## src/sv/bp_pkg.sv

```systemverilog
// ----------------------------------------------------------------------------
// bp_pkg: shared types and constants of the buffer recycle pool
// Opcodes, result status codes, register indexes and the command word that
// travels from the front end to the back end.
// ----------------------------------------------------------------------------
`default_nettype none

package bp_pkg;

  localparam int unsigned DATA_W = 32;

  // Input opcodes
  typedef enum logic [1:0] {
    OP_ALLOC = 2'd0,
    OP_FREE  = 2'd1,
    OP_DRAIN = 2'd2,
    OP_NONE  = 2'd3
  } op_e;

  // Result status codes
  typedef enum logic [2:0] {
    STAT_HIT     = 3'd0,
    STAT_MISS    = 3'd1,
    STAT_POOLED  = 3'd2,
    STAT_RELEASE = 3'd3,
    STAT_NULL    = 3'd4,
    STAT_DRAINED = 3'd5,
    STAT_EMPTY   = 3'd6
  } status_e;

  // Command kinds after classification
  typedef enum logic [2:0] {
    KIND_ALLOC = 3'd0,
    KIND_FREE  = 3'd1,
    KIND_NULL  = 3'd2,
    KIND_BIG   = 3'd3,
    KIND_DRAIN = 3'd4
  } kind_e;

  // Configuration register indexes
  typedef enum logic {
    REG_MAX_SINGLE = 1'b0,
    REG_POOL_LIMIT = 1'b1
  } reg_e;

  localparam logic [DATA_W-1:0] MAX_SINGLE_RST = 32'd67108864;
  localparam logic [3:0]        POOL_LIMIT_RST = 4'd8;

  // Classified request handed to the back end
  typedef struct packed {
    kind_e             kind;
    logic [DATA_W-1:0] size;
    logic [DATA_W-1:0] handle;
  } cmd_t;

endpackage

`default_nettype wire

```

## src/sv/bp_ram.sv

```systemverilog
// ----------------------------------------------------------------------------
// bp_ram: generic single-write, single-read RAM
// One write port and one read port; read data is registered.
// ----------------------------------------------------------------------------
`default_nettype none

module bp_ram #(
  parameter int unsigned WIDTH = 64,
  parameter int unsigned DEPTH = 8
) (
  input  wire logic                                   clk_i,
  input  wire logic                                   we_i,
  input  wire logic [(DEPTH > 1 ? $clog2(DEPTH) : 1)-1:0] waddr_i,
  input  wire logic [WIDTH-1:0]                       wdata_i,
  input  wire logic [(DEPTH > 1 ? $clog2(DEPTH) : 1)-1:0] raddr_i,
  output logic      [WIDTH-1:0]                       rdata_o
);

  logic [WIDTH-1:0] mem_q [DEPTH];
  logic [WIDTH-1:0] rdata_q;

  // Write port
  always_ff @(posedge clk_i) begin
    if (we_i) begin
      mem_q[waddr_i] <= wdata_i;
    end
  end

  // Registered read port
  always_ff @(posedge clk_i) begin
    rdata_q <= mem_q[raddr_i];
  end

  assign rdata_o = rdata_q;

endmodule

`default_nettype wire

```

## src/sv/bp_front.sv

```systemverilog
// ----------------------------------------------------------------------------
// bp_front: request intake and classification
// Holds the configuration registers, accepts requests and sorts frees into
// null, oversized and poolable before handing them to the command queue.
// ----------------------------------------------------------------------------
`default_nettype none

module bp_front (
  input  wire logic                       clk_i,
  input  wire logic                       rst_ni,
  // configuration write port
  input  wire logic                       cfg_we_i,
  input  wire logic                       cfg_addr_i,
  input  wire logic [bp_pkg::DATA_W-1:0]  cfg_wdata_i,
  // request stream
  input  wire logic                       s_valid_i,
  output logic                            s_ready_o,
  input  wire logic [1:0]                 s_opcode_i,
  input  wire logic [bp_pkg::DATA_W-1:0]  s_size_i,
  input  wire logic [bp_pkg::DATA_W-1:0]  s_handle_i,
  // command queue
  input  wire logic                       q_full_i,
  output logic                            q_push_o,
  output bp_pkg::cmd_t                    q_cmd_o,
  // to back end
  output logic [3:0]                      pool_limit_o
);
  import bp_pkg::*;

  logic [DATA_W-1:0] max_single_q;
  logic [3:0]        pool_limit_q;
  op_e               op;

  // Configuration registers
  always_ff @(posedge clk_i or negedge rst_ni) begin
    if (!rst_ni) begin
      max_single_q <= MAX_SINGLE_RST;
      pool_limit_q <= POOL_LIMIT_RST;
    end else if (cfg_we_i) begin
      unique case (reg_e'(cfg_addr_i))
        REG_MAX_SINGLE: max_single_q <= cfg_wdata_i;
        REG_POOL_LIMIT: pool_limit_q <= cfg_wdata_i[3:0];
        default: ;
      endcase
    end
  end

  assign pool_limit_o = pool_limit_q;
  assign op           = op_e'(s_opcode_i);

  // Accept whenever the queue has room; drop the unused opcode
  assign s_ready_o = !q_full_i;
  assign q_push_o  = s_valid_i && s_ready_o && (op != OP_NONE);

  // Classify the request
  always_comb begin
    q_cmd_o.size   = s_size_i;
    q_cmd_o.handle = s_handle_i;
    unique case (op)
      OP_ALLOC: q_cmd_o.kind = KIND_ALLOC;
      OP_FREE: begin
        priority if (s_handle_i == '0) begin
          q_cmd_o.kind = KIND_NULL;
        end else if (s_size_i > max_single_q) begin
          q_cmd_o.kind = KIND_BIG;
        end else begin
          q_cmd_o.kind = KIND_FREE;
        end
      end
      OP_DRAIN: q_cmd_o.kind = KIND_DRAIN;
      default:  q_cmd_o.kind = KIND_ALLOC;
    endcase
  end

endmodule

`default_nettype wire

```

## src/sv/bp_cmd_fifo.sv

```systemverilog
// ----------------------------------------------------------------------------
// bp_cmd_fifo: two-entry command queue
// Decouples request intake from pool execution so each side stalls alone.
// ----------------------------------------------------------------------------
`default_nettype none

module bp_cmd_fifo (
  input  wire logic         clk_i,
  input  wire logic         rst_ni,
  input  wire logic         push_i,
  input  wire bp_pkg::cmd_t data_i,
  output logic              full_o,
  input  wire logic         pop_i,
  output logic              valid_o,
  output bp_pkg::cmd_t      data_o
);
  import bp_pkg::*;

  cmd_t       mem_q [2];
  logic       wr_ptr_q, wr_ptr_d;
  logic       rd_ptr_q, rd_ptr_d;
  logic [1:0] cnt_q, cnt_d;

  assign full_o  = (cnt_q == 2'd2);
  assign valid_o = (cnt_q != 2'd0);
  assign data_o  = mem_q[rd_ptr_q];

  // Advance pointers and fill count
  always_comb begin
    wr_ptr_d = wr_ptr_q;
    rd_ptr_d = rd_ptr_q;
    cnt_d    = cnt_q;
    if (push_i) begin
      wr_ptr_d = ~wr_ptr_q;
    end
    if (pop_i) begin
      rd_ptr_d = ~rd_ptr_q;
    end
    if (push_i && !pop_i) begin
      cnt_d = cnt_q + 2'd1;
    end else if (!push_i && pop_i) begin
      cnt_d = cnt_q - 2'd1;
    end
  end

  always_ff @(posedge clk_i or negedge rst_ni) begin
    if (!rst_ni) begin
      wr_ptr_q <= 1'b0;
      rd_ptr_q <= 1'b0;
      cnt_q    <= 2'd0;
    end else begin
      wr_ptr_q <= wr_ptr_d;
      rd_ptr_q <= rd_ptr_d;
      cnt_q    <= cnt_d;
    end
  end

  // Store the request
  always_ff @(posedge clk_i) begin
    if (push_i) begin
      mem_q[wr_ptr_q] <= data_i;
    end
  end

  a_cnt_bound: assert property (@(posedge clk_i) disable iff (!rst_ni)
    cnt_q <= 2'd2) else $error("command queue count out of range");

  a_no_overflow: assert property (@(posedge clk_i) disable iff (!rst_ni)
    !(push_i && full_o && !pop_i)) else $error("push into full command queue");

  a_no_underflow: assert property (@(posedge clk_i) disable iff (!rst_ni)
    !(pop_i && !valid_o)) else $error("pop from empty command queue");

endmodule

`default_nettype wire

```

## src/sv/bp_back.sv

```systemverilog
// ----------------------------------------------------------------------------
// bp_back: pool execution engine
// Runs one command at a time against the entry RAM: appends frees, scans for
// an alloc match one entry per cycle, refills a taken slot with the last
// entry, and drains the pool. Results leave through an output register.
// ----------------------------------------------------------------------------
`default_nettype none

module bp_back #(
  parameter int unsigned POOL_DEPTH = 8
) (
  input  wire logic                      clk_i,
  input  wire logic                      rst_ni,
  input  wire logic [3:0]                pool_limit_i,
  // command queue
  input  wire logic                      cmd_valid_i,
  input  wire bp_pkg::cmd_t              cmd_i,
  output logic                           cmd_pop_o,
  // result stream
  output logic                           m_valid_o,
  input  wire logic                      m_ready_i,
  output logic [2:0]                     m_status_o,
  output logic [bp_pkg::DATA_W-1:0]      m_handle_o,
  output logic [bp_pkg::DATA_W-1:0]      m_capacity_o,
  output logic                           m_last_o
);
  import bp_pkg::*;

  localparam int unsigned IDX_W = (POOL_DEPTH > 1) ? $clog2(POOL_DEPTH) : 1;
  localparam int unsigned CNT_W = $clog2(POOL_DEPTH + 1);
  localparam int unsigned CMP_W = 8;
  localparam int unsigned WORD_W = 2 * DATA_W;

  typedef enum logic [3:0] {
    ST_IDLE  = 4'b0001,
    ST_SCAN  = 4'b0010,
    ST_HIT   = 4'b0100,
    ST_DRAIN = 4'b1000
  } state_e;

  state_e            state_q, state_d;
  logic [CNT_W-1:0]  count_q, count_d;
  logic [IDX_W-1:0]  idx_q, idx_d;
  logic [DATA_W-1:0] size_q, size_d;
  logic [DATA_W-1:0] hit_handle_q, hit_handle_d;
  logic [DATA_W-1:0] hit_cap_q, hit_cap_d;

  logic              out_valid_q;
  status_e           out_status_q;
  logic [DATA_W-1:0] out_handle_q;
  logic [DATA_W-1:0] out_cap_q;
  logic              out_last_q;
  logic              out_free;

  logic              emit;
  status_e           emit_status;
  logic [DATA_W-1:0] emit_handle;
  logic [DATA_W-1:0] emit_cap;
  logic              emit_last;

  logic              ram_we;
  logic [IDX_W-1:0]  ram_waddr;
  logic [WORD_W-1:0] ram_wdata;
  logic [IDX_W-1:0]  ram_raddr;
  logic [WORD_W-1:0] ram_rdata;
  logic [DATA_W-1:0] rd_handle;
  logic [DATA_W-1:0] rd_cap;

  logic [IDX_W-1:0]  last_idx;
  logic              can_pool;
  logic              cap_hit;

  // Entry store: capacity in the upper half, handle in the lower half
  bp_ram #(
    .WIDTH (WORD_W),
    .DEPTH (POOL_DEPTH)
  ) u_entries (
    .clk_i   (clk_i),
    .we_i    (ram_we),
    .waddr_i (ram_waddr),
    .wdata_i (ram_wdata),
    .raddr_i (ram_raddr),
    .rdata_o (ram_rdata)
  );

  assign rd_handle = ram_rdata[DATA_W-1:0];
  assign rd_cap    = ram_rdata[WORD_W-1:DATA_W];
  assign last_idx  = IDX_W'(count_q - 1'b1);
  assign out_free  = !out_valid_q || m_ready_i;

  // Room for one more entry under both the limit and the depth
  assign can_pool = (CMP_W'(count_q) < CMP_W'(pool_limit_i)) &&
                    (CMP_W'(count_q) < CMP_W'(POOL_DEPTH));

  // size <= capacity < 2 * size, at full width
  assign cap_hit = (rd_cap >= size_q) && ({1'b0, rd_cap} < {size_q, 1'b0});

  // Sequencer
  always_comb begin
    state_d      = state_q;
    count_d      = count_q;
    idx_d        = idx_q;
    size_d       = size_q;
    hit_handle_d = hit_handle_q;
    hit_cap_d    = hit_cap_q;
    cmd_pop_o    = 1'b0;
    emit         = 1'b0;
    emit_status  = STAT_MISS;
    emit_handle  = '0;
    emit_cap     = '0;
    emit_last    = 1'b1;
    ram_we       = 1'b0;
    ram_waddr    = count_q[IDX_W-1:0];
    ram_wdata    = {cmd_i.size, cmd_i.handle};
    ram_raddr    = idx_q;

    unique case (state_q)
      ST_IDLE: begin
        ram_raddr = '0;
        if (cmd_valid_i && out_free) begin
          cmd_pop_o = 1'b1;
          size_d    = cmd_i.size;
          idx_d     = '0;
          unique case (cmd_i.kind)
            KIND_ALLOC: begin
              if (cmd_i.size == '0 || count_q == '0) begin
                emit        = 1'b1;
                emit_status = STAT_MISS;
              end else begin
                state_d = ST_SCAN;
              end
            end
            KIND_NULL: begin
              emit        = 1'b1;
              emit_status = STAT_NULL;
            end
            KIND_BIG: begin
              emit        = 1'b1;
              emit_status = STAT_RELEASE;
              emit_handle = cmd_i.handle;
            end
            KIND_FREE: begin
              emit = 1'b1;
              if (can_pool) begin
                ram_we      = 1'b1;
                count_d     = count_q + 1'b1;
                emit_status = STAT_POOLED;
              end else begin
                emit_status = STAT_RELEASE;
                emit_handle = cmd_i.handle;
              end
            end
            KIND_DRAIN: begin
              if (count_q == '0) begin
                emit        = 1'b1;
                emit_status = STAT_EMPTY;
              end else begin
                state_d = ST_DRAIN;
              end
            end
            default: ;
          endcase
        end
      end

      ST_SCAN: begin
        priority if (cap_hit) begin
          // hold the taken entry, fetch the last one to refill the slot
          hit_handle_d = rd_handle;
          hit_cap_d    = rd_cap;
          ram_raddr    = last_idx;
          state_d      = ST_HIT;
        end else if (idx_q == last_idx) begin
          if (out_free) begin
            emit        = 1'b1;
            emit_status = STAT_MISS;
            state_d     = ST_IDLE;
          end
        end else begin
          idx_d     = idx_q + 1'b1;
          ram_raddr = idx_q + 1'b1;
        end
      end

      ST_HIT: begin
        ram_raddr = last_idx;
        if (out_free) begin
          ram_we      = 1'b1;
          ram_waddr   = idx_q;
          ram_wdata   = ram_rdata;
          count_d     = count_q - 1'b1;
          emit        = 1'b1;
          emit_status = STAT_HIT;
          emit_handle = hit_handle_q;
          emit_cap    = hit_cap_q;
          state_d     = ST_IDLE;
        end
      end

      ST_DRAIN: begin
        if (out_free) begin
          emit        = 1'b1;
          emit_status = STAT_DRAINED;
          emit_handle = rd_handle;
          emit_cap    = rd_cap;
          emit_last   = (idx_q == last_idx);
          if (idx_q == last_idx) begin
            count_d = '0;
            state_d = ST_IDLE;
          end else begin
            idx_d     = idx_q + 1'b1;
            ram_raddr = idx_q + 1'b1;
          end
        end
      end

      default: state_d = ST_IDLE;
    endcase
  end

  always_ff @(posedge clk_i or negedge rst_ni) begin
    if (!rst_ni) begin
      state_q     <= ST_IDLE;
      count_q     <= '0;
      out_valid_q <= 1'b0;
    end else begin
      state_q <= state_d;
      count_q <= count_d;
      if (out_free) begin
        out_valid_q <= emit;
      end
    end
  end

  // Working registers and result payload
  always_ff @(posedge clk_i) begin
    idx_q        <= idx_d;
    size_q       <= size_d;
    hit_handle_q <= hit_handle_d;
    hit_cap_q    <= hit_cap_d;
    if (out_free && emit) begin
      out_status_q <= emit_status;
      out_handle_q <= emit_handle;
      out_cap_q    <= emit_cap;
      out_last_q   <= emit_last;
    end
  end

  assign m_valid_o    = out_valid_q;
  assign m_status_o   = out_status_q;
  assign m_handle_o   = out_handle_q;
  assign m_capacity_o = out_cap_q;
  assign m_last_o     = out_last_q;

  a_count_bound: assert property (@(posedge clk_i) disable iff (!rst_ni)
    count_q <= CNT_W'(POOL_DEPTH)) else $error("entry count above pool depth");

  a_busy_nonempty: assert property (@(posedge clk_i) disable iff (!rst_ni)
    (state_q == ST_SCAN || state_q == ST_HIT || state_q == ST_DRAIN)
      |-> count_q != '0) else $error("pool walk with no entries");

  a_hit_shrinks: assert property (@(posedge clk_i) disable iff (!rst_ni)
    (state_q == ST_HIT && out_free) |=> count_q == $past(count_q) - 1'b1)
    else $error("alloc hit did not remove an entry");

endmodule

`default_nettype wire

```

## src/sv/buffer_recycle_pool_top.sv

```systemverilog
// ----------------------------------------------------------------------------
// buffer_recycle_pool_top: pool of returned buffers (handle + capacity)
// Alloc takes the first entry with size <= capacity < 2*size, free appends or
// releases, cleanup drains every held entry.
// ----------------------------------------------------------------------------
// Requests enter a two-entry command queue and are executed one at a time
// against an entry RAM with a single registered read port, so the walk
// through entries reads them one after another. A free, a null free and an
// oversized free are answered without a walk. An alloc misses at once when
// the pool is empty or the size is zero; otherwise it scans the entries in
// order, refills the slot of a hit from the last entry, and misses after
// the last entry. Cleanup emits one result per entry, last flagged; on an
// empty pool it emits a single "drain empty" result. Opcode 3 is accepted
// and dropped without a result. Configuration writes take effect at once
// and are expected only while the block is idle.
`default_nettype none

module buffer_recycle_pool_top #(
  parameter int unsigned POOL_DEPTH = 8
) (
  input  wire logic        clk_i,
  input  wire logic        rst_ni,
  // configuration: index 0 max_single_size, index 1 pool_limit
  input  wire logic        cfg_we_i,
  input  wire logic        cfg_addr_i,
  input  wire logic [31:0] cfg_wdata_i,
  // request stream
  input  wire logic        s_axis_tvalid_i,
  output logic             s_axis_tready_o,
  input  wire logic [63:0] s_axis_tdata_i,   // [31:0] req_size, [63:32] handle
  input  wire logic [1:0]  s_axis_tuser_i,   // [1:0] opcode
  // result stream
  output logic             m_axis_tvalid_o,
  input  wire logic        m_axis_tready_i,
  output logic [63:0]      m_axis_tdata_o,   // [31:0] out_handle, [63:32] out_capacity
  output logic [2:0]       m_axis_tuser_o,   // [2:0] status
  output logic             m_axis_tlast_o
);
  import bp_pkg::*;

  logic        q_full;
  logic        q_push;
  cmd_t        q_cmd_in;
  logic        q_pop;
  logic        q_valid;
  cmd_t        q_cmd_out;
  logic [3:0]  pool_limit;

  // Intake and classification
  bp_front u_front (
    .clk_i        (clk_i),
    .rst_ni       (rst_ni),
    .cfg_we_i     (cfg_we_i),
    .cfg_addr_i   (cfg_addr_i),
    .cfg_wdata_i  (cfg_wdata_i),
    .s_valid_i    (s_axis_tvalid_i),
    .s_ready_o    (s_axis_tready_o),
    .s_opcode_i   (s_axis_tuser_i),
    .s_size_i     (s_axis_tdata_i[31:0]),
    .s_handle_i   (s_axis_tdata_i[63:32]),
    .q_full_i     (q_full),
    .q_push_o     (q_push),
    .q_cmd_o      (q_cmd_in),
    .pool_limit_o (pool_limit)
  );

  // Command queue between intake and execution
  bp_cmd_fifo u_fifo (
    .clk_i   (clk_i),
    .rst_ni  (rst_ni),
    .push_i  (q_push),
    .data_i  (q_cmd_in),
    .full_o  (q_full),
    .pop_i   (q_pop),
    .valid_o (q_valid),
    .data_o  (q_cmd_out)
  );

  // Pool execution
  bp_back #(
    .POOL_DEPTH (POOL_DEPTH)
  ) u_back (
    .clk_i        (clk_i),
    .rst_ni       (rst_ni),
    .pool_limit_i (pool_limit),
    .cmd_valid_i  (q_valid),
    .cmd_i        (q_cmd_out),
    .cmd_pop_o    (q_pop),
    .m_valid_o    (m_axis_tvalid_o),
    .m_ready_i    (m_axis_tready_i),
    .m_status_o   (m_axis_tuser_o),
    .m_handle_o   (m_axis_tdata_o[31:0]),
    .m_capacity_o (m_axis_tdata_o[63:32]),
    .m_last_o     (m_axis_tlast_o)
  );

endmodule

`default_nettype wire

```

## config.mk

```make
export PLATFORM = sky130hd
export DESIGN_NAME = buffer_recycle_pool_top
export DESIGN_NICKNAME = d
export VERILOG_FILES = /design/src/sv/bp_pkg.sv /design/src/sv/bp_ram.sv /design/src/sv/bp_front.sv /design/src/sv/bp_cmd_fifo.sv /design/src/sv/bp_back.sv /design/src/sv/buffer_recycle_pool_top.sv
export SDC_FILE = /design/constraint.sdc
export NUM_CORES = 1
export LEC_CHECK = 0
export BUFFER_PORTS_ARGS = -buffer_cell sky130_fd_sc_hd__buf_2
export CORE_MARGIN = 2
export CORE_UTILIZATION = 45
export DETAILED_ROUTE_END_ITERATION = 16
export HOLD_SLACK_MARGIN = 0.15
export SLEW_MARGIN = 20
export SYNTH_ARGS = -nofsm -noshare
export SYNTH_HDL_FRONTEND = slang
export SYNTH_SLANG_ARGS = --single-unit
```

## constraint.sdc

```tcl
create_clock -name clk_i -period 10.1 [get_ports clk_i]
set_clock_uncertainty 0.1 [all_clocks]
set_input_delay 1.01 -clock clk_i [delete_from_list [all_inputs] [get_ports clk_i]]
set_output_delay 1.01 -clock clk_i [all_outputs]
set_load 0.05 [all_outputs]
```

### Word-level counts from Yosys, hierarchy flattened

Memory sizes are Yosys's and may differ from the RTL's. A register that Yosys moved wholly into a read port is not among the register bits.
Cells that the tools add are included.

* $add $sub $neg: 5
* multipliers: 0
* div/mod/pow operators: 0
* order comparisons: 5
* eq/ne operators: 24
* shifts and indexed selects: 0
* muxes and demuxes: 67
* bitwise gates (word level): 3
* reductions and logical operators: 32

Operators with widths (count)
* 2-to-1 mux 32 bit: 6
* 2-to-1 mux 64 bit: 2
* one-hot mux 32 bit (2 select lines): 2
* one-hot mux 32 bit (3 select lines): 1
* logical NOT 32 bit: 2
* 2-to-1 mux 4 bit: 14
* less-than comparator 32 x 33 -> 1 bit: 1
* 2-to-1 mux 3 bit: 11
* >= comparator 32 bit: 1
* > comparator 32 bit: 1
* one-hot mux 3 bit (4 select lines): 2
* one-hot mux 3 bit (3 select lines): 2
* 2-to-1 mux 1 bit: 17
* one-hot mux 4 bit (4 select lines): 1
* AND reduction 7 bit: 2
* one-hot mux 4 bit (3 select lines): 1
* inequality test 2 x 1 -> 1 bit, second input constant: 5
* AND reduction 2 bit: 5
* inequality test 3 bit, second input constant: 3
* logical AND 1 bit: 8
* one-hot mux 4 bit (2 select lines): 1
* equality test 3 x 2 -> 1 bit, second input constant: 2
* 2-to-1 mux 2 bit: 3
* inequality test 2 bit, second input constant: 3
* other kinds (30): 40

* register bits after elaboration: 216
* latch bits: 0
* RAM bits: 646
* bits in read-only memories: 0
* input port bits: 104
* output and inout bits: 70
* logic and storage cells: 154
* memories: 2

Memories
* u_back.u_entries.mem_q: depth 8, bits a word 64, read ports 1, clocked after Yosys merged registers in 1, write ports 1, line bp_ram.sv:19 `logic [WIDTH-1:0] mem_q [DEPTH];`
* u_fifo.mem_q: depth 2, bits a word 67, read ports 1, clocked after Yosys merged registers in 0, write ports 1, line bp_cmd_fifo.sv:19 `cmd_t mem_q [2];`

### Longest topological paths before layout

Gate-level depths: netlist (run 1).

* depth in word-level cells: 8
* mapped depth: 15
* gate-level depth less buffers: 12

### By module

Synthesis (run 1) repeated with hierarchy kept, for this count alone.

* cell total of the unflattened synthesis: 2062
* area, all modules: 37758.7 µm²

Modules (own cells, without submodules)
* bp_ram: times used 1, cells an instance 816, area each 20547.2 µm², sequential area each 16656.0 µm²
* bp_back: times used 1, cells an instance 712, area each 9387.8 µm², sequential area each 5241.3 µm²
* bp_cmd_fifo: times used 1, cells an instance 225, area each 5114.9 µm², sequential area each 4124.0 µm²
* bp_front: times used 1, cells an instance 309, area each 2708.8 µm², sequential area each 903.4 µm²

### Worst setup path after synthesis (run 1)

No wires, ideal clock.

* kind: flip-flop to flip-flop
* start point: register u_back.size_q[30]
* end point: register u_back.out_cap_q[0] (netlist: u_back.m_capacity_o[0]) (enable)
* data arrival time: 6.644 ns
* path slack: 2.768 ns
* cell stages (with the launch flop): 11
* path buffers: 0
* cells stage by stage: edfxtp_1 -> inv_1 -> ha_1 -> a21oi_1 -> nand2_1 -> a221oi_1 -> o211ai_1 -> nor3_1 -> o21a_2 -> a21oi_1 -> o21ai_0

* word-level cells in the longest chain between the ends: 5
* elaborated cells on any way between the ends: 6

Ends and longest elaborated chain
* from (decl): line bp_back.sv:44 `logic [DATA_W-1:0] size_q, size_d;`
* from (signal assigned): line bp_back.sv:238 `size_q <= size_d;`
* less-than comparator 32 x 33 -> 1 bit or >= comparator 32 bit (tied branches): line bp_back.sv:96 `assign cap_hit = (rd_cap >= size_q) && ({1'b0, rd_cap} < {size_q, 1'b0});`
* logical AND 1 bit (*): line bp_back.sv:96
* 2-to-1 mux 1 bit (*): line bp_back.sv:167 `priority if (cap_hit) begin`
* one-hot mux 1 bit (3 select lines) (*): line bp_back.sv:117 `unique case (state_q)`
* logical AND 1 bit (*): line bp_back.sv:241 `if (out_free && emit) begin`
* to (signal assigned): line bp_back.sv:244 `out_cap_q <= emit_cap;`
* to (decl): line bp_back.sv:51 `logic [DATA_W-1:0] out_cap_q;`

Every way passes the cells marked *; elsewhere a longest branch is shown, timed or not.
A chain may end at the register's enable or synchronous reset.

### Final worst setup path (run 1)

* start point: register u_back.state_q[1]
* end point: register u_back.u_entries.rdata_q[55] (netlist: u_back.u_entries.rdata_o[55]) (read register of u_back.u_entries.mem_q)

* word-level cells in the longest chain between the ends: 2
* elaborated cells on any way between the ends: 5

Ends and longest elaborated chain
* from (decl): line bp_back.sv:41 `state_e state_q, state_d;`
* from (signal assigned): line bp_back.sv:227 `state_q <= state_d;`
* equality test 4 bit (tied with other cells): line bp_back.sv:117
* one-hot mux 3 bit (4 select lines) (*): line bp_back.sv:117
* to (decl): line bp_ram.sv:20 `logic [WIDTH-1:0] rdata_q;`

Marks and branches as above.

==> results of run 1 <==
per-stage QoR:
stage / hold slack [ns] / instance area [um^2] / power [mW] / cells
floorplan: 0.331 / 38200 / 9.90 / 2380
global placement: 0.342 / 40000 / 10.8 / 3608
detailed placement: 0.344 / 40000 / 10.9 / 3608
CTS: 0.359 / 43300 / 14.6 / 3789
global route: 0.380 / 43300 / 15.2 / 3791
finish: 0.358 / 43300 / 14.5 / 3791
cell families after synthesis:
group	count (synthesis)	share of synthesized area, %
mux	520	13.9
fa+ha+maj	101	3.31
compound gates	335	5.38
simple gates	276	3.42
buf+inv	212	3.33
flops	926	70.5
xor+xnor	10	0.249
power by group:
part,leakage (nW),internal (mW),switching [mW],total (mW)
Combinational,5.60,2.09,3.25,5.33
Sequential,8.51,5.14,0.373,5.51
Clock,1.60,2.18,1.44,3.62
registers in the layout (all words and copies together) (netlist names), 2 cells and up:
register	cells
u_back.u_entries.mem_q	512
u_fifo.mem_q	134
u_back.u_entries.rdata_o	64
u_back.hit_cap_q	32
u_back.hit_handle_q	32
u_back.m_capacity_o	32
u_back.m_handle_o	32
u_back.size_q	32
u_front.max_single_q	32
u_back.count_q	4
u_back.state_q	4
u_front.pool_limit_o	4
u_back.idx_q	3
u_back.m_status_o	3
u_fifo.cnt_q	2
area by class of cell:
| type | instances | area, um^2 |
|---|---|---|
| fill | 6893 | 40500 |
| sequential | 926 | 26900 |
| multi-input combinational | 1242 | 10200 |
| clock buffer | 125 | 2690 |
| tap | 1134 | 1420 |
| timing repair buffer | 200 | 1130 |
| clock inverter | 56 | 593 |
| inverter | 108 | 405 |
synth_stat cells (4+ instances only):
library cell / number / area (um^2)
nand2_1: 74 / 278
mux2i_1: 449 / 4490
a21oi_1: 113 / 566
nand4_1: 23 / 144
clkbuf_1: 43 / 161
buf_4: 5 / 37.5
buf_2: 18 / 90.1
mux2_2: 71 / 800
xnor2_1: 6 / 52.6
buf_12: 22 / 440
dfxtp_1: 64 / 1280
buf_1: 8 / 30.0
nor2b_1: 13 / 81.3
a22o_1: 31 / 272
nand3_1: 8 / 40.0
ha_1: 101 / 1260
a21o_1: 10 / 75.1
a22oi_1: 33 / 248
buf_8: 5 / 75.1
nor4_1: 13 / 81.3
dfrtp_1: 46 / 1150
and3_1: 5 / 31.3
inv_1: 107 / 402
o21a_1: 5 / 37.5
nor3_1: 10 / 50.1
a211oi_1: 4 / 30.0
nand2b_1: 11 / 68.8
a31oi_1: 7 / 43.8
o21ai_0: 98 / 490
o21ai_1: 4 / 20.0
nor2_1: 99 / 372
edfxtp_1: 813 / 24400
worst max-delay path by stage:
stage                                         to                         start  cells past startpoint  slack [ns]
floorplan                 u_back.m_capacity_o[0]             u_back.size_q[30]                     10        2.77
finish              u_back.u_entries.rdata_o[55]             u_back.state_q[1]                     11        4.49
global route        u_back.u_entries.rdata_o[59]             u_back.state_q[3]                     11        4.24
detailed placement  u_back.u_entries.rdata_o[56]               m_axis_tready_i                     12        4.45
global placement    u_back.u_entries.rdata_o[56]               m_axis_tready_i                     12        4.48
CTS                 u_back.u_entries.rdata_o[56]  u_back.u_entries.rdata_o[43]                     12        4.52
layer usage:
metal / share of wire (%) / routed length (um) / up-vias
met2: 48 / 42400 / 588
met4: 2.1 / 1880 / 4
met1: 44 / 38800 / 10500
met3: 5.4 / 4760 / 112
li1: - / - / 9499
met5: 0.026 / 23 / -
worst max-delay path, stage by stage (launching register included):
cell      delay (ns)
dfrtp_1         0.45
nor4b_2         0.82
and2_2          0.27
buf_4           0.81
a31oi_1         0.16
a21boi_2        0.21
o311ai_4        0.08
buf_4           0.76
buf_12          0.70
mux2i_1         0.33
mux2i_1         0.13
mux2_2          0.31
==> flow_summary.yaml, run 1 <==
floorplan:
  ioPinCount: 174
  dieArea_um2: 87300
  rows: 106
  core-area_um2: 83800
  die_w_um: 295
  die_h_um: 295
  initial_core_util_pct: 45.6
timing:
  fin_ws_ns: 4.49
  drv_slew: 0
  finalSetupTns_ns: 0
  worst_slew_margin_rel_pct: 19.0
  fin_crit_ns: 5.61
  period_share_pct: 55.6
  setup_viol: 0
  rsz0062_at_grt: "no"
  finalHoldViolCount: 0
  worst_pin_slew_ns: 1.22
  max_clock_freq_mhz: 178
yosys:
  synthArstFlopShare_pct: 5.29
  netlist_area_um2: 38200
  synthCells: 2380
  synth_cell_type_count: 70
  synth-seq-cells: 926
  ys.flop_type: "edfxtp_1"
  synth-edff-count: 813
  synth.avg_cell_area_um2: 16.1
  ys_warn_count: 0
  syn_nets: 2585
  ys_seq_area_share_pct: 70.5
clocking:
  hold_buffers: 0
  post_cts_buffers: 0
  cts_sinks: 926
  cts_buffers: 96
  path_clk_slew_ns: 0.06
  postCtsResizedCells: 0
  cts_tree: "done"
  root_buffer: "clkbuf_16"
  cts_buffer_depth: 3
  h-tree-depth: 3
  worstSkewPairLatency_ns: 0.64
cells_and_area:
  nNetsFinal: 2779
  syn2layout_area_growth_pct: 13.3
  layout_common_cells: "edfxtp_1, mux2i_1, buf_2"
  antennaDiodeCount: 0
  drive_gt1_share_pct: 17.1
  finish.utilization_pct: 51.7
  final_common_cell: "edfxtp_1"
global_route:
  met3_usage_pct: 3.06
  grt_max_degree: 146
  track_usage_pct: 20.2
  grt-busiest-layer: "met2"
  antenna_found_initial: 4
  overflow: 0
  first_global_vias: 21100
  met2_usage_pct: 33.3
  grt_pass1_wl_um: 131000
  grtUsageMet1_pct: 27.7
status:
  status: "complete, no violations"
placed_design:
  portBuffers: 173
  dp_slack_ns: 4.45
  gp_congestion: 0.837
  hpwl_um: 52200
detailed_routing:
  viasPerCell: 5.46
  routed_wl_um: 87900
  dr.pass1.iters: 5
  drc: 0
  antenna_left: 0
  via_count: 20700
  wl_per_cell_um: 23.2
  drt_iter0_markers: 1749
worst_setup_path:
  arrival_ns: 6.03
  reg2reg_from: "u_back.state_q[1]"
  startpoint_type: "flip-flop"
  critPathRequiredTime_ns: 10.52
  cp-end-kind: "flip-flop"
  r2r-end: "u_back.u_entries.rdata_o[55]"
  r2r_setup_slack_ns: 4.49
  path_max_fanout: 145
  reg2reg_depth: 11
  crit_type: "reg2reg"
power:
  peakVddDrop_mv: 0.474
  power.density_nw_per_um2: 334
  leakage_nw: 15.7
worst_hold_path:
  hold_end: "u_back.hit_handle_q[5]"
  min_from: "u_back.u_entries.rdata_o[5]"
  hold_class: "reg2reg"
  hold_depth: 0
job:
  max-cap-violations: 0
No activity file was read; power rests on OpenSTA's default activity.
==> run 2: changes to the inputs <==
Settings changed: ABC_AREA from default to 1.
Clock period 10.1 ns to 5.1 ns, I/O delays scaled along.
==> run 2 against run 1 <==
Combinational power is 140% higher. Synthesized cell count is 63% higher. Via count is 32% higher. First-iteration DRC count is 33% higher. Critical endpoint is now u_back.u_entries.rdata_o[57]. Highest routed layer is now met4.
==> flow_summary.yaml, run 2 <==
status:
  status: "complete, no violations"
timing:
  fin_crit_ns: 4.16
  period_share_pct: 81.6
  setup_viol: 0
  fin_ws_ns: 0.940
  worst_slew_margin_rel_pct: 28.4
  max_clock_freq_mhz: 240
  rsz0062_at_grt: "no"
  finalSetupTns_ns: 0
  drv_slew: 0
  finalHoldViolCount: 0
  worst_pin_slew_ns: 1.06
power:
  power.density_nw_per_um2: 647
  clock_power_share_pct: 23.1
  leakage_nw: 20.5
  internal_power_mw: 17.9
  power_frac_comb_pct: 41.3
  peakVddDrop_mv: 0.812
  seqPwrFrac_pct: 35.7
  power_switching_mw: 12.7
  switching_share_pct: 41.5
worst_setup_path:
  r2r_setup_slack_ns: 0.94
  path_common_cell: "nand2_1"
  slowest_delay_ns: 0.43
  cp-end-kind: "flip-flop"
  reg2reg_from: "u_back.u_entries.rdata_o[62]"
  reg2reg_depth: 17
  path_max_fanout: 136
  critPathRequiredTime_ns: 5.55
  startpoint_type: "flip-flop"
  crit_type: "reg2reg"
  r2r-end: "u_back.u_entries.rdata_o[57]"
  cp_num_buf_inv: 3
  cpLargestDelayFamily: "simple AND/OR/NAND/NOR gates"
  crit_chain: "ha_1, nand2_1, nor2_1, nand3_1, nor4_1, buf_4, nand2_1, nand3_2, nand3_1, nand3_4, buf_12, buf_16, nand3_1, nand3_1, nand2_1, nand2_1, nand2_1"
  slowest_stage: "buf_12"
  arrival_ns: 4.61
detailed_routing:
  viasPerCell: 5.10
  antenna_left: 0
  wl_per_cell_um: 19.0
  via_count: 27400
  routed_wl_um: 103000
  drt_iter0_markers: 2330
  dr.pass1.iters: 6
  drc: 0
cells_and_area:
  finish.utilization_pct: 52.7
  seq_area_um2: 26900
  regMostFlops: "u_back.u_entries.mem_q"
  antennaDiodeCount: 0
  drive_gt1_share_pct: 10.8
  largest_reg_flops: 512
  syn2layout_area_growth_pct: 16.2
  multi_input_area_um2: 10400
  fin_cells: 5384
  layout_common_cells: "nand2_1, edfxtp_1, inv_1"
  num-fill-cells: 7914
  final_common_cell: "nand2_1"
  nNetsFinal: 4329
placed_design:
  gp_congestion: 0.825
  dpl.cell_count: 5099
  portBuffers: 173
  hpwl_um: 57300
  dp_slack_ns: 1.08
worst_hold_path:
  hold_depth: 4
  hold_class: "in2reg"
  hold_end: "u_front.pool_limit_o[1]"
  min_from: "cfg_addr_i"
yosys:
  ys_seq_area_share_pct: 66.2
  syn_nets: 4077
  yosysMostFrequentCell: "nand2_1"
  netlist_area_um2: 40700
  synth_cell_type_count: 49
  synth-edff-count: 813
  synth.avg_cell_area_um2: 10.5
  ys_top_cells_by_count: "nand2_1, edfxtp_1, inv_1, nand3_1, o21ai_0"
  ys.flop_type: "edfxtp_1"
  synth_top_area_share_pct: 60.0
  synthArstFlopShare_pct: 5.29
  synthCells: 3872
  synth_top_area_cell: "edfxtp_1"
  ys_warn_count: 0
  synth_area_leaders: "edfxtp_1, nand2_1, nand3_1, inv_1, dfxtp_1"
  synth-seq-cells: 926
clocking:
  h-tree-depth: 3
  path_clk_slew_ns: 0.06
  cts_buffer_depth: 3
  cts_tree: "done"
  worstSkewPairLatency_ns: 0.67
  postCtsResizedCells: 0
  cts_sinks: 926
  root_buffer: "clkbuf_16"
  cts_buffers: 98
floorplan:
  rows: 110
  die_h_um: 305
  core-area_um2: 89700
  ioPinCount: 174
  die_w_um: 305
  dieArea_um2: 92800
  initial_core_util_pct: 45.3
global_route:
  first_global_vias: 26600
  track_usage_pct: 22.0
  antenna_found_initial: 0
  grt_pass1_wl_um: 157000
  grt_max_degree: 217
  overflow: 0
job:
  max-cap-violations: 0
run 2: routing by layer:
layer / part of all wire [%] / vias to the layer above / global-route usage (%)
li1: - / 13300 / -
met2: 50 / 687 / 38.2
met5: 0 / - / 0
met1: 42 / 13300 / 28.6
met3: 4.8 / 170 / 3.00
met4: 2.9 / 0 / 6.86
run 2: area by class of cell:
cell class,count,area share (%)
Clock inverter,52,1.02
Multi-Input combinational cell,2058,22.0
Timing Repair Buffer,327,5.43
Inverter,713,5.66
Clock buffer,132,5.76
Tap cell,1176,3.11
Sequential cell,926,57.0
run 2: logic make-up (layout without fill, tap and decap cells):
group | after synthesis | count (layout) | share of synthesized area, %
and+or+nand+nor | 1604 | 1604 | 16.8
DFF | 926 | 926 | 66.2
buffers and inverters | 888 | 1224 | 8.62
AOI/OAI and AO/OA | 313 | 313 | 4.22
adders and majority gates | 101 | 101 | 3.11
muxes | 32 | 32 | 0.880
xor gates and xnor gates | 8 | 8 | 0.191
run 2: timing repair:
item,CTS,global route
setup buffers,0,0
endpoints found under the hold margin,212,0
hold buffers,100,0
run 2: worst reg2reg max path, cell delays in order, from the launching register on:
cell and delay (ns):
dfxtp_1 0.37, ha_1 0.32, nand2_1 0.06, nor2_1 0.18, nand3_1 0.17, nor4_1 0.39, buf_4 0.20, nand2_1 0.06
nand3_2 0.21, nand3_1 0.16, nand3_4 0.15, buf_12 0.43, buf_16 0.40, nand3_1 0.50, nand3_1 0.15, nand2_1 0.07
nand2_1 0.06, nand2_1 0.06
run 2: worst max-delay path by stage:
stage	from	to	slack, ns	cells past startpoint
floorplan	u_back.m_valid_o	u_back.u_entries.mem_q[1][0]	-0.09	9
global placement	u_back.u_entries.rdata_o[62]	u_back.u_entries.rdata_o[49]	1.12	16
detailed placement	u_back.u_entries.rdata_o[62]	u_back.u_entries.rdata_o[49]	1.08	17
CTS	u_back.u_entries.rdata_o[62]	u_back.u_entries.rdata_o[49]	1.05	17
global route	u_back.u_entries.rdata_o[62]	u_back.u_entries.rdata_o[57]	0.71	17
finish	u_back.u_entries.rdata_o[62]	u_back.u_entries.rdata_o[57]	0.94	17
run 2: metrics by stage:
stage          cell area [um^2]  hold slack, ns  power (mW)
6_report                  47300           0.181        30.6
5_1_grt                   47300           0.198        32.6
4_1_cts                   47200           0.160        30.8
3_5_place_dp              43000           0.318        23.7
3_3_place_gp              43000           0.323        23.5
2_1_floorplan             40700           0.114        19.8
run 2: power by group through the flow:
stage	Clock, mW	Sequential, mW	Combinational, mW
floorplan	0	11.6	8.18
global placement	0	11.1	12.4
detailed placement	0	11.1	12.6
CTS	7.19	10.9	12.7
global route	7.48	11.0	14.1
finish	7.06	10.9	12.6
==> run 3: changes to the inputs <==
Clock period 5.1 ns to 3.7 ns, I/O delays scaled along.
==> run 3 against run 2 <==
Register-to-register slack worse by 0.69 ns. Count of clock-buffer cells in the layout up 6. Non-clock buffer count up 61. Die area unchanged. First-iteration DRC count fell by 12%. Via count grew 0.34%. Clock power grew 38%.
==> flow_summary.yaml, run 3 (synthesis gave the netlist of run 2 again) <==
status:
  status: "complete, no violations"
detailed_routing:
  dr.pass1.iters: 5
  viasPerCell: 5.05
  wl_per_cell_um: 18.4
  drc: 0
  via_count: 27500
  routed_wl_um: 100000
  drt_iter0_markers: 2041
  antenna_left: 0
worst_setup_path:
  crit_type: "reg2reg"
  reg2reg_from: "u_back.state_q[1]"
  crit_chain: "nor4_2, inv_2, nor2_4, clkinv_2, o21ai_1, nand3_1, nor2_4, buf_4"
  slowest_delay_ns: 0.54
  reg2reg_depth: 8
  cp-end-kind: "flip-flop"
  critPathRequiredTime_ns: 3.89
  r2r-end: "u_back.u_entries.mem_q[5][6]"
  path_common_cell: "nor2_4"
  startpoint_type: "flip-flop"
  slowest_stage: "nor4_2"
  r2r_setup_slack_ns: 0.25
  path_max_fanout: 25
  arrival_ns: 3.64
clocking:
  cts_tree: "done"
  cts_sinks: 926
  cts_buffer_depth: 3
  root_buffer: "clkbuf_16"
  postCtsResizedCells: 0
  cts_buffers: 99
  path_clk_slew_ns: 0.06
  worstSkewPairLatency_ns: 0.66
  h-tree-depth: 3
  post_cts_buffers: 0
cells_and_area:
  drive_gt1_share_pct: 11.8
  finish.utilization_pct: 53.3
  layout_common_cells: "nand2_1, edfxtp_1, inv_1"
  final_common_cell: "nand2_1"
  finalInstanceArea_um2: 47900
  syn2layout_area_growth_pct: 17.7
  fin_cells: 5447
  nNetsFinal: 4391
  regMostFlops: "u_back.u_entries.mem_q"
  largest_reg_flops: 512
  antennaDiodeCount: 0
floorplan:
  dieArea_um2: 92800
  die_h_um: 305
  rows: 110
  ioPinCount: 174
  die_w_um: 305
  core-area_um2: 89700
  initial_core_util_pct: 45.3
global_route:
  overflow: 0
  grt_max_degree: 137
  track_usage_pct: 21.7
  first_global_vias: 26800
  grt_pass1_wl_um: 155000
  antenna_found_initial: 0
worst_hold_path:
  hold_end: "u_back.m_valid_o"
  hold_depth: 3
  min_from: "m_axis_tready_i"
  hold_class: "in2reg"
placed_design:
  dpl.cell_count: 5156
  placed_area_um2: 43600
  dp_slack_ns: 0.313
  hpwl_um: 57600
  gp_congestion: 0.824
  portBuffers: 173
power:
  power_mw: 42.7
  leakage_nw: 20.8
  peakVddDrop_mv: 0.903
  power.density_nw_per_um2: 892
timing:
  finalSetupTns_ns: 0
  fin_crit_ns: 3.45
  period_share_pct: 93.2
  fin_ws_ns: 0.252
  finalHoldViolCount: 0
  worst_slew_margin_rel_pct: 31.2
  rsz0062_at_grt: "no"
  drv_slew: 0
  max_clock_freq_mhz: 290
  hold_slack_ns: 0.232
  worst_pin_slew_ns: 1.03
  setup_viol: 0
job:
  max-cap-violations: 0
-- run 3: where the power goes --
part | total (mW) | switching [mW] | internal, mW
Sequential | 15.0 | 0.906 | 14.1
Clock | 9.74 | 4.03 | 5.71
Combinational | 18.0 | 12.5 | 5.43
Total | 42.7 | 17.5 | 25.2
-- run 3: how the worst max path moves through the flow --
stage,to,start,cells past startpoint
finish,u_back.u_entries.mem_q[5][6],u_back.state_q[1],8
CTS,u_back.u_entries.mem_q[5][21],u_back.state_q[1],8
detailed placement,u_back.u_entries.mem_q[5][21],u_fifo.rd_ptr_q,7
global route,u_back.u_entries.mem_q[5][6],u_back.state_q[1],8
global placement,u_back.u_entries.mem_q[5][21],u_fifo.rd_ptr_q,7
floorplan,u_back.u_entries.mem_q[1][0],u_back.state_q[1],7
-- run 3: metal layers --
metal,GRT usage (%),share of wire (%),vias to the layer above,routed length (um)
li1,-,-,13400,-
met1,28.3,42,13300,42500
met2,37.5,50,636,50500
met5,0,0,-,0
met4,7.21,2.9,0,2920
met3,2.64,4.5,169,4570
-- run 3: final cells by class --
class	count	area (um^2)
clock buffers	138	2770
multi-input cells	2058	10400
flip-flops and latches	926	26900
well taps	1176	1470
repair buffers	388	3140
inverters	713	2680
fillers	7806	41900
clock inverters	48	448
-- run 3: repair_timing --
item | 4_1_cts | 5_1_grt
setup endpoints to repair | 0 | 0
endpoints found under the hold margin | 217 | 0
hold buffers | 105 | 0
-- run 3: critical path: cells and delay by family (launching register included) --
family | cells | cell delay (ns)
flops | 1 | 0.42
simple gates | 4 | 1.19
buf+inv | 3 | 0.96
compound gates | 1 | 0.39
